[src/tcrs_pkg.sv]
package tcrs_pkg;

    // curve table resolution
    localparam int CURVE_INDEX_BITS = 12;
    localparam int CURVE_TOP        = 255 << (CURVE_INDEX_BITS - 8);
    localparam int LUMA_SHIFT       = 24 - CURVE_INDEX_BITS;
    localparam int BIG_W            = 400;

    // luminance weights, q16, summing to one
    localparam logic [15:0] W_RED   = 16'd13933;
    localparam logic [15:0] W_GREEN = 16'd46871;
    localparam logic [15:0] W_BLUE  = 16'd4732;

    // register indexes
    localparam logic [1:0] CFG_SRC_CHANNELS = 2'd0;
    localparam logic [1:0] CFG_DST_LAYOUT   = 2'd1;
    localparam logic [1:0] CFG_SRGB_SOURCE  = 2'd2;

    // target layouts
    localparam logic [1:0] LAYOUT_ONE  = 2'd0;
    localparam logic [1:0] LAYOUT_TWO  = 2'd1;
    localparam logic [1:0] LAYOUT_FOUR = 2'd2;
    localparam logic [1:0] LAYOUT_NONE = 2'd3;

    typedef logic [CURVE_INDEX_BITS-1:0] t_cidx;
    typedef logic [255:0][CURVE_INDEX_BITS-1:0] t_thr_tab;
    typedef logic [255:0][7:0] t_byte_tab;

    typedef struct packed {
        logic [2:0] src_channels;
        logic [1:0] dst_layout;
        logic       srgb_source;
    } t_cfg;

    // pixel as it travels down the pipe
    typedef struct packed {
        logic [7:0] o0;
        logic [7:0] o1;
        logic [7:0] o2;
        logic [7:0] o3;
        logic       use_curve;
        t_cidx      idx;
    } t_side;

    // exact test 255*((x+0.055)/1.055)^2.4 >= k-0.5, both sides to the fifth power
    function automatic logic pow_reaches(longint unsigned i, longint unsigned k);
        logic [BIG_W-1:0] a;
        logic [BIG_W-1:0] b;
        a = BIG_W'(1);
        b = BIG_W'(1);
        for (int n = 0; n < 5; n++) begin
            a = a * BIG_W'(510);
            b = b * BIG_W'(2 * k - 1);
        end
        for (int n = 0; n < 12; n++) begin
            a = a * BIG_W'(1000 * i + 55 * CURVE_TOP);
            b = b * BIG_W'(1055 * CURVE_TOP);
        end
        return a >= b;
    endfunction

    // true when curve entry i is at least k (k from 1 to 255)
    function automatic logic curve_ge(longint unsigned i, longint unsigned k);
        longint unsigned lin;
        lin = (51000 * i + 1292 * CURVE_TOP) / (2584 * CURVE_TOP);
        if (i * 100000 <= 4045 * CURVE_TOP) begin
            return lin >= k;
        end
        return pow_reaches(i, k);
    endfunction

    // first curve index that reaches each output code
    function automatic t_thr_tab build_thr();
        t_thr_tab        t;
        longint unsigned lo;
        longint unsigned hi;
        longint unsigned mid;
        t = '0;
        for (int k = 1; k < 256; k++) begin
            lo = 0;
            hi = CURVE_TOP;
            while (lo < hi) begin
                mid = (lo + hi) >> 1;
                if (curve_ge(mid, longint'(k))) begin
                    hi = mid;
                end else begin
                    lo = mid + 1;
                end
            end
            t[k] = CURVE_INDEX_BITS'(lo);
        end
        return t;
    endfunction

    // curve at byte positions, counted from the thresholds
    function automatic t_byte_tab build_byte(t_thr_tab thr);
        t_byte_tab t;
        int        cnt;
        for (int b = 0; b < 256; b++) begin
            cnt = 0;
            for (int k = 1; k < 256; k++) begin
                if (int'(thr[k]) <= (b << (CURVE_INDEX_BITS - 8))) begin
                    cnt++;
                end
            end
            t[b] = 8'(cnt);
        end
        return t;
    endfunction

    localparam t_thr_tab  CURVE_THR  = build_thr();
    localparam t_byte_tab CURVE_BYTE = build_byte(CURVE_THR);

endpackage

[src/texel_channel_repack_srgb_top.sv]
// texel channel repacker: one 8-bit pixel of 1 to 4 source channels in, one pixel of 1, 2
// or 4 channels out, with optional srgb-to-linear conversion of the colour channels (not
// in the two-channel layout) and luminance reduction for the one-channel layout.
// a request is taken on every clock at which start is high; busy is never raised, so
// one pixel per cycle is sustained. each result is flagged by o_valid for one cycle and
// passes two front stages (weights, then sum and byte curve lookups), eight stages that
// resolve the luminance curve code one bit at a time against a threshold table, and the
// output register. the receiver cannot stall and must take every result as it comes.
// with layout code three no result is produced. configuration writes are always
// accepted and should only be made while no request is in flight.
module texel_channel_repack_srgb_top import tcrs_pkg::*; (
    input  logic       i_clk,
    input  logic       i_rst_n,
    input  logic       start,
    output logic       busy,
    input  logic [7:0] i_in_c0,
    input  logic [7:0] i_in_c1,
    input  logic [7:0] i_in_c2,
    input  logic [7:0] i_in_c3,
    output logic       o_valid,
    output logic [7:0] o_out_c0,
    output logic [7:0] o_out_c1,
    output logic [7:0] o_out_c2,
    output logic [7:0] o_out_c3,
    input  logic       i_cfg_valid,
    output logic       o_cfg_ready,
    input  logic [1:0] i_cfg_index,
    input  logic [2:0] i_cfg_data
);

    // configuration registers
    t_cfg r_cfg;

    assign o_cfg_ready = 1'b1;

    always_ff @(posedge i_clk) begin
        if (!i_rst_n) begin
            r_cfg.src_channels <= 3'd4;
            r_cfg.dst_layout   <= LAYOUT_FOUR;
            r_cfg.srgb_source  <= 1'b0;
        end else if (i_cfg_valid && o_cfg_ready) begin
            case (i_cfg_index)
                CFG_SRC_CHANNELS: r_cfg.src_channels <= i_cfg_data;
                CFG_DST_LAYOUT:   r_cfg.dst_layout   <= i_cfg_data[1:0];
                CFG_SRGB_SOURCE:  r_cfg.srgb_source  <= i_cfg_data[0];
                default: begin
                    // unused index, write dropped
                end
            endcase
        end
    end

    // the pipe never backs up, so requests are always welcome
    assign busy = 1'b0;

    // a request with no valid layout simply never enters the pipe
    logic n_take;
    assign n_take = start && !busy && (r_cfg.dst_layout != LAYOUT_NONE);

    logic  w_front_v;
    t_side w_front_side;

    tcrs_front u_front (
        .i_clk   (i_clk),
        .i_rst_n (i_rst_n),
        .i_valid (n_take),
        .i_cfg   (r_cfg),
        .i_c0    (i_in_c0),
        .i_c1    (i_in_c1),
        .i_c2    (i_in_c2),
        .i_c3    (i_in_c3),
        .o_valid (w_front_v),
        .o_side  (w_front_side)
    );

    logic       w_srch_v;
    t_side      w_srch_side;
    logic [7:0] w_srch_code;

    tcrs_curve_search u_search (
        .i_clk   (i_clk),
        .i_rst_n (i_rst_n),
        .i_valid (w_front_v),
        .i_side  (w_front_side),
        .o_valid (w_srch_v),
        .o_side  (w_srch_side),
        .o_code  (w_srch_code)
    );

    // output register: luminance through the curve takes the searched code
    logic       r_out_v;
    logic [7:0] r_c0, r_c1, r_c2, r_c3;

    always_ff @(posedge i_clk) begin
        if (!i_rst_n) begin
            r_out_v <= 1'b0;
        end else begin
            r_out_v <= w_srch_v;
        end
        r_c0 <= w_srch_side.use_curve ? w_srch_code : w_srch_side.o0;
        r_c1 <= w_srch_side.o1;
        r_c2 <= w_srch_side.o2;
        r_c3 <= w_srch_side.o3;
    end

    assign o_valid  = r_out_v;
    assign o_out_c0 = r_c0;
    assign o_out_c1 = r_c1;
    assign o_out_c2 = r_c2;
    assign o_out_c3 = r_c3;

endmodule

[src/tcrs_front.sv]
module tcrs_front import tcrs_pkg::*; (
    input  logic       i_clk,
    input  logic       i_rst_n,
    input  logic       i_valid,
    input  t_cfg       i_cfg,
    input  logic [7:0] i_c0,
    input  logic [7:0] i_c1,
    input  logic [7:0] i_c2,
    input  logic [7:0] i_c3,
    output logic       o_valid,
    output t_side      o_side
);

    // stage one: weights applied, channels chosen
    logic        r_v1;
    logic [23:0] r_p0, r_p1, r_p2;
    logic [7:0]  r_r, r_g, r_b, r_a;
    logic [1:0]  r_layout;
    logic        r_srgb, r_ge3, r_eq2;

    always_ff @(posedge i_clk) begin
        if (!i_rst_n) begin
            r_v1 <= 1'b0;
        end else begin
            r_v1 <= i_valid;
        end
        r_p0     <= 24'(W_RED) * {16'd0, i_c0};
        r_p1     <= 24'(W_GREEN) * {16'd0, i_c1};
        r_p2     <= 24'(W_BLUE) * {16'd0, i_c2};
        r_r      <= i_c0;
        r_g      <= (i_cfg.src_channels >= 3'd2) ? i_c1 : i_c0;
        r_b      <= (i_cfg.src_channels >= 3'd3) ? i_c2 : i_c0;
        r_a      <= (i_cfg.src_channels >= 3'd4) ? i_c3 : 8'd255;
        r_layout <= i_cfg.dst_layout;
        r_srgb   <= i_cfg.srgb_source;
        r_ge3    <= (i_cfg.src_channels >= 3'd3);
        r_eq2    <= (i_cfg.src_channels == 3'd2);
    end

    // stage two: luminance sum, byte curve lookups, layout
    logic [23:0] n_sum, n_lin_r, n_idx_r;
    logic [7:0]  n_cr, n_cg, n_cb;
    t_side       n_side;
    logic        r_v2;
    t_side       r_side;

    always_comb begin
        n_sum   = r_p0 + r_p1 + r_p2;
        n_lin_r = n_sum + 24'd32768;
        n_idx_r = n_sum + 24'(1 << (LUMA_SHIFT - 1));
        n_cr    = CURVE_BYTE[r_r];
        n_cg    = CURVE_BYTE[r_g];
        n_cb    = CURVE_BYTE[r_b];
        n_side           = '0;
        n_side.idx       = n_idx_r[23:LUMA_SHIFT];
        case (r_layout)
            LAYOUT_ONE: begin
                if (r_ge3) begin
                    n_side.use_curve = r_srgb;
                    n_side.o0        = n_lin_r[23:16];
                end else begin
                    n_side.o0 = r_srgb ? n_cr : r_r;
                end
            end
            LAYOUT_TWO: begin
                n_side.o0 = r_r;
                n_side.o1 = r_g;
            end
            LAYOUT_FOUR: begin
                n_side.o0 = r_srgb ? n_cr : r_r;
                n_side.o1 = r_srgb ? n_cg : r_g;
                n_side.o2 = r_srgb ? n_cb : (r_eq2 ? 8'd0 : r_b);
                n_side.o3 = r_a;
            end
            default: begin
                n_side.o0 = 8'd0;
            end
        endcase
    end

    always_ff @(posedge i_clk) begin
        if (!i_rst_n) begin
            r_v2 <= 1'b0;
        end else begin
            r_v2 <= r_v1;
        end
        r_side <= n_side;
    end

    assign o_valid = r_v2;
    assign o_side  = r_side;

endmodule

[src/tcrs_curve_search.sv]
module tcrs_curve_search import tcrs_pkg::*; (
    input  logic       i_clk,
    input  logic       i_rst_n,
    input  logic       i_valid,
    input  t_side      i_side,
    output logic       o_valid,
    output t_side      o_side,
    output logic [7:0] o_code
);

    // one output bit per stage, msb first, against the threshold table
    logic       w_v    [0:8];
    t_side      w_side [0:8];
    logic [7:0] w_acc  [0:8];

    assign w_v[0]    = i_valid;
    assign w_side[0] = i_side;
    assign w_acc[0]  = 8'd0;

    for (genvar j = 0; j < 8; j++) begin : g_lvl
        logic [7:0] n_cand;
        logic [7:0] n_acc;
        logic       r_v;
        t_side      r_side;
        logic [7:0] r_acc;

        always_comb begin
            n_cand = w_acc[j] | (8'd1 << (7 - j));
            n_acc  = (CURVE_THR[n_cand] <= w_side[j].idx) ? n_cand : w_acc[j];
        end

        always_ff @(posedge i_clk) begin
            if (!i_rst_n) begin
                r_v <= 1'b0;
            end else begin
                r_v <= w_v[j];
            end
            r_side <= w_side[j];
            r_acc  <= n_acc;
        end

        assign w_v[j+1]    = r_v;
        assign w_side[j+1] = r_side;
        assign w_acc[j+1]  = r_acc;
    end

    assign o_valid = w_v[8];
    assign o_side  = w_side[8];
    assign o_code  = w_acc[8];

endmodule

[config.mk]
export PLATFORM = sky130hd
export DESIGN_NAME = texel_channel_repack_srgb_top
export DESIGN_NICKNAME = d
export VERILOG_FILES = /design/src/tcrs_pkg.sv /design/src/texel_channel_repack_srgb_top.sv /design/src/tcrs_front.sv /design/src/tcrs_curve_search.sv
export SDC_FILE = /design/constraint.sdc
export NUM_CORES = 1
export LEC_CHECK = 0
export BUFFER_PORTS_ARGS = -buffer_cell sky130_fd_sc_hd__buf_2
export CAP_MARGIN = 30
export CORE_ASPECT_RATIO = 0.75
export CORE_MARGIN = 2
export CORE_UTILIZATION = 60
export DETAILED_ROUTE_END_ITERATION = 12
export HOLD_SLACK_MARGIN = 0.02
export PLACE_DENSITY = 0.76
export SYNTH_ARGS = -nofsm -noshare
export SYNTH_HDL_FRONTEND = slang
export SYNTH_SLANG_ARGS = --single-unit
[constraint.sdc]
create_clock -name i_clk -period 6.3 [get_ports i_clk]
set_clock_uncertainty 0.05 [all_clocks]
set_input_delay 1.26 -clock i_clk [delete_from_list [all_inputs] [get_ports i_clk]]
set_output_delay 1.26 -clock i_clk [all_outputs]
set_load 0.05 [all_outputs]
==> flow_metrics.env <==
export IMPL_totalPowerFinal_mw=19.4
export IMPL_fp_dieW_um=266
export IMPL_crit_type="in2reg"
export IMPL_ys_seq_elements=604
export IMPL_fmax_mhz=187
export IMPL_critPathArrivalTime_ns=5.78
export IMPL_peakVddDrop_v=0.000540
export IMPL_maxSlewHeadroom_pct=33.1
export IMPL_critPathLaunchType="input pin"
export IMPL_cp_data_required_time_ns=6.73
export IMPL_antenna_cells=0
export IMPL_placed_area_um2=31900
export IMPL_drt_total_wl_um=72100
export IMPL_vias=23700
export IMPL_dieArea_um2=53500
export IMPL_yosys_warnings=0
export IMPL_cts_sinks=604
export IMPL_worst_pin_slew_ns=1.00
export IMPL_rows=72
export IMPL_root_buffer="clkbuf_16"
export IMPL_endpoint_kind="flip-flop"
export IMPL_p_int_mw=11.1
export IMPL_cts_resized=0
export IMPL_antenna_found_initial=2
export IMPL_fin_nets=3773
export IMPL_grt_pass1_vias=22500
export IMPL_io_pins=76
export IMPL_drtAntennaViolNets=0
export IMPL_period_minus_slack_ns=5.35
export IMPL_rsz0062_at_grt="no"
export IMPL_hold_viol=0
export IMPL_port_buffer_count=73
export IMPL_via_per_inst=5.94
export IMPL_maxCapViolations=0
export IMPL_power_leakage_nw=15.2
export IMPL_syn_area_um2=31000
export IMPL_ys_types=95
export IMPL_power_frac_comb_pct=53.3
export IMPL_power_density_nw_per_um2=573
export IMPL_insertion_delay_ns=0.62
export IMPL_cts_tree="done"
export IMPL_min_path_type="reg2reg"
export IMPL_finalSetupViolations=0
export IMPL_synthCells=3288
export IMPL_syn_area_per_cell_um2=9.42
export IMPL_status="complete, no violations"
export IMPL_core_um2=51300
export IMPL_htreeDepth=2
export IMPL_grt_total_usage_pct=26.4
export IMPL_tns_ns=0
export IMPL_power_frac_seq_pct=29.0
export IMPL_yosysSeqAreaShare_pct=39.0
export IMPL_synth_nets=3776
export IMPL_fin_ws_ns=0.950
export IMPL_drt_iter0_markers=2953
export IMPL_clock_path_buffers=3
export IMPL_swShare_pct=42.8
export IMPL_synth_ff_type="dfxtp_1"
export IMPL_grt_max_degree=70
export IMPL_grt_pass1_wl_um=116000
export IMPL_fin_area_um2=33800
export IMPL_place_hpwl_um=52000
export IMPL_final_layout_size_suffix_gt1_share_pct=8.62
export IMPL_gp_congestion=0.966
export IMPL_fp_dieH_um=201
export IMPL_initial_core_util_pct=60.4
export IMPL_wire_per_inst_um=18.0
export IMPL_overflow=0
export IMPL_slew_viol_final=0
export IMPL_path_clk_slew_ns=0.06
export IMPL_worst_path_max_fanout=5
export IMPL_place_ws_ns=0.414
export IMPL_power_switching_mw=8.29
export IMPL_synthToLayoutAreaGrowth_pct=9.03
export IMPL_post_cts_setup_buffer_count=0
export IMPL_async_reset_ff_share_pct=0
export IMPL_cts_hold_buffers=0
export IMPL_drcViolationCount=0
export IMPL_synth_edf_count=0
export IMPL_period_share_pct=84.9
export IMPL_clock_power_share_pct=17.6
export IMPL_numCtsBuffers=54
export IMPL_drt_pass1_iterations=8
export IMPL_final_util_pct=65.9
## cell usage after synthesis (15+ instances only)
master	number	share of area, %
nand4_1	29	0.59
nand3_1	66	1.1
mux2_2	23	0.84
nor3_1	55	0.89
nand2b_1	32	0.65
o21a_1	17	0.41
a31oi_1	45	0.91
o21ai_0	186	3.0
xor2_1	21	0.59
fa_1	101	6.5
a22oi_1	25	0.61
a311oi_1	27	0.76
clkbuf_1	132	1.6
a21o_1	41	0.99
inv_1	334	4.0
a21oi_1	210	3.4
nand2_1	206	2.5
o22ai_1	16	0.32
mux2i_1	36	1.2
o31ai_1	15	0.36
dfxtp_1	604	39
ha_1	346	14
and2_1	21	0.42
xnor2_1	52	1.5
nor2b_1	50	1.0
nor2_1	211	2.6
buf_1	22	0.27
a211oi_1	59	1.4
o211ai_1	41	0.99
## metrics by stage
step,cells,hold slack (ns)
5_1_grt,3997,0.264
4_1_cts,3997,0.252
6_report,3997,0.253
3_3_place_gp,3893,0.259
3_5_place_dp,3895,0.262
2_1_floorplan,3288,0.260
## state kept, by name, summed over array words and instances (netlist names), 19 cells and up, named ones only
name                   cells
u_search.g_lvl.r_side    315
u_front.o_side            45
u_search.o_side           33
u_search.g_lvl.r_acc      28
u_front.r_p1              24
u_front.r_p0              20
u_front.r_p2              19
## area by class of cell
cell class | instances | area (um2)
inverters | 344 | 1290
clock buffers | 70 | 1510
clock inverters | 32 | 417
well taps | 666 | 833
multi-input cells | 2170 | 17000
fillers | 3975 | 17500
flip-flops and latches | 604 | 12100
repair buffers | 111 | 678
## power by group through the flow
stage	combinational (mW)	sequential, mW	clock [mW]
after CTS	10.2	5.63	3.47
after floorplan	7.97	5.41	0
final	10.3	5.63	3.41
after detailed placement	10.1	5.70	0
after global placement	9.68	5.68	0
after global routing	11.5	5.74	3.63
## worst paths after layout
kind	depth (start not counted)	start	endpoint	slack, ns
setup / recovery	16	i_in_c1[5]	u_front.r_p1[23]	0.95
hold / removal	0	u_search.g_lvl[1].r_side[44]	u_search.g_lvl[2].r_side[44]	0.25
setup reg to reg	16	u_front.r_p2[7]	u_front.o_side[42]	1.87
hold reg to reg	0	u_search.g_lvl[1].r_side[44]	u_search.g_lvl[2].r_side[44]	0.25
## kinds of logic after synthesis
logic type               Yosys count  share of synthesized area [%]
other                              2                         0.0242
multiplexers                      74                           3.06
buffers and inverters            514                           6.31
AND/OR/NAND/NOR                  749                           11.5
flip-flops                       604                           39.0
AO/OA/AOI/OAI                    821                           17.3
adder cells (fa/ha/maj)          448                           20.5
XOR/XNOR                          76                           2.22
## layout by cell type (no fill, tap or decap), types with 50 or more instances in the layout
master,instances
dfxtp_1,601
ha_1,346
inv_1,334
nor2_1,211
a21oi_1,210
nand2_1,206
o21ai_0,186
fa_1,101
buf_2,73
nand3_1,66
a211oi_1,59
nor3_1,55
clkbuf_16,54
xnor2_1,52
nor2b_1,50
## worst max-delay path: stages
cell and delay [ns]:
buf_2 0.14, fa_1 0.56, inv_1 0.08, fa_1 0.50, inv_1 0.05, fa_1 0.46
ha_1 0.32, ha_1 0.23, or4_4 0.44, o2111ai_2 0.24, a21oi_1 0.14, a2111oi_2 0.50
nor4_1 0.14, a2111oi_2 0.43, a21oi_1 0.14, xnor2_1 0.14
## metal layers
layer,share of wire [%],global-route usage (%)
met5,0.036,0
met4,2.4,7.42
met3,7.6,4.22
met2,45,41.6
met1,45,37.6
(Power assumes the default switching activity.)
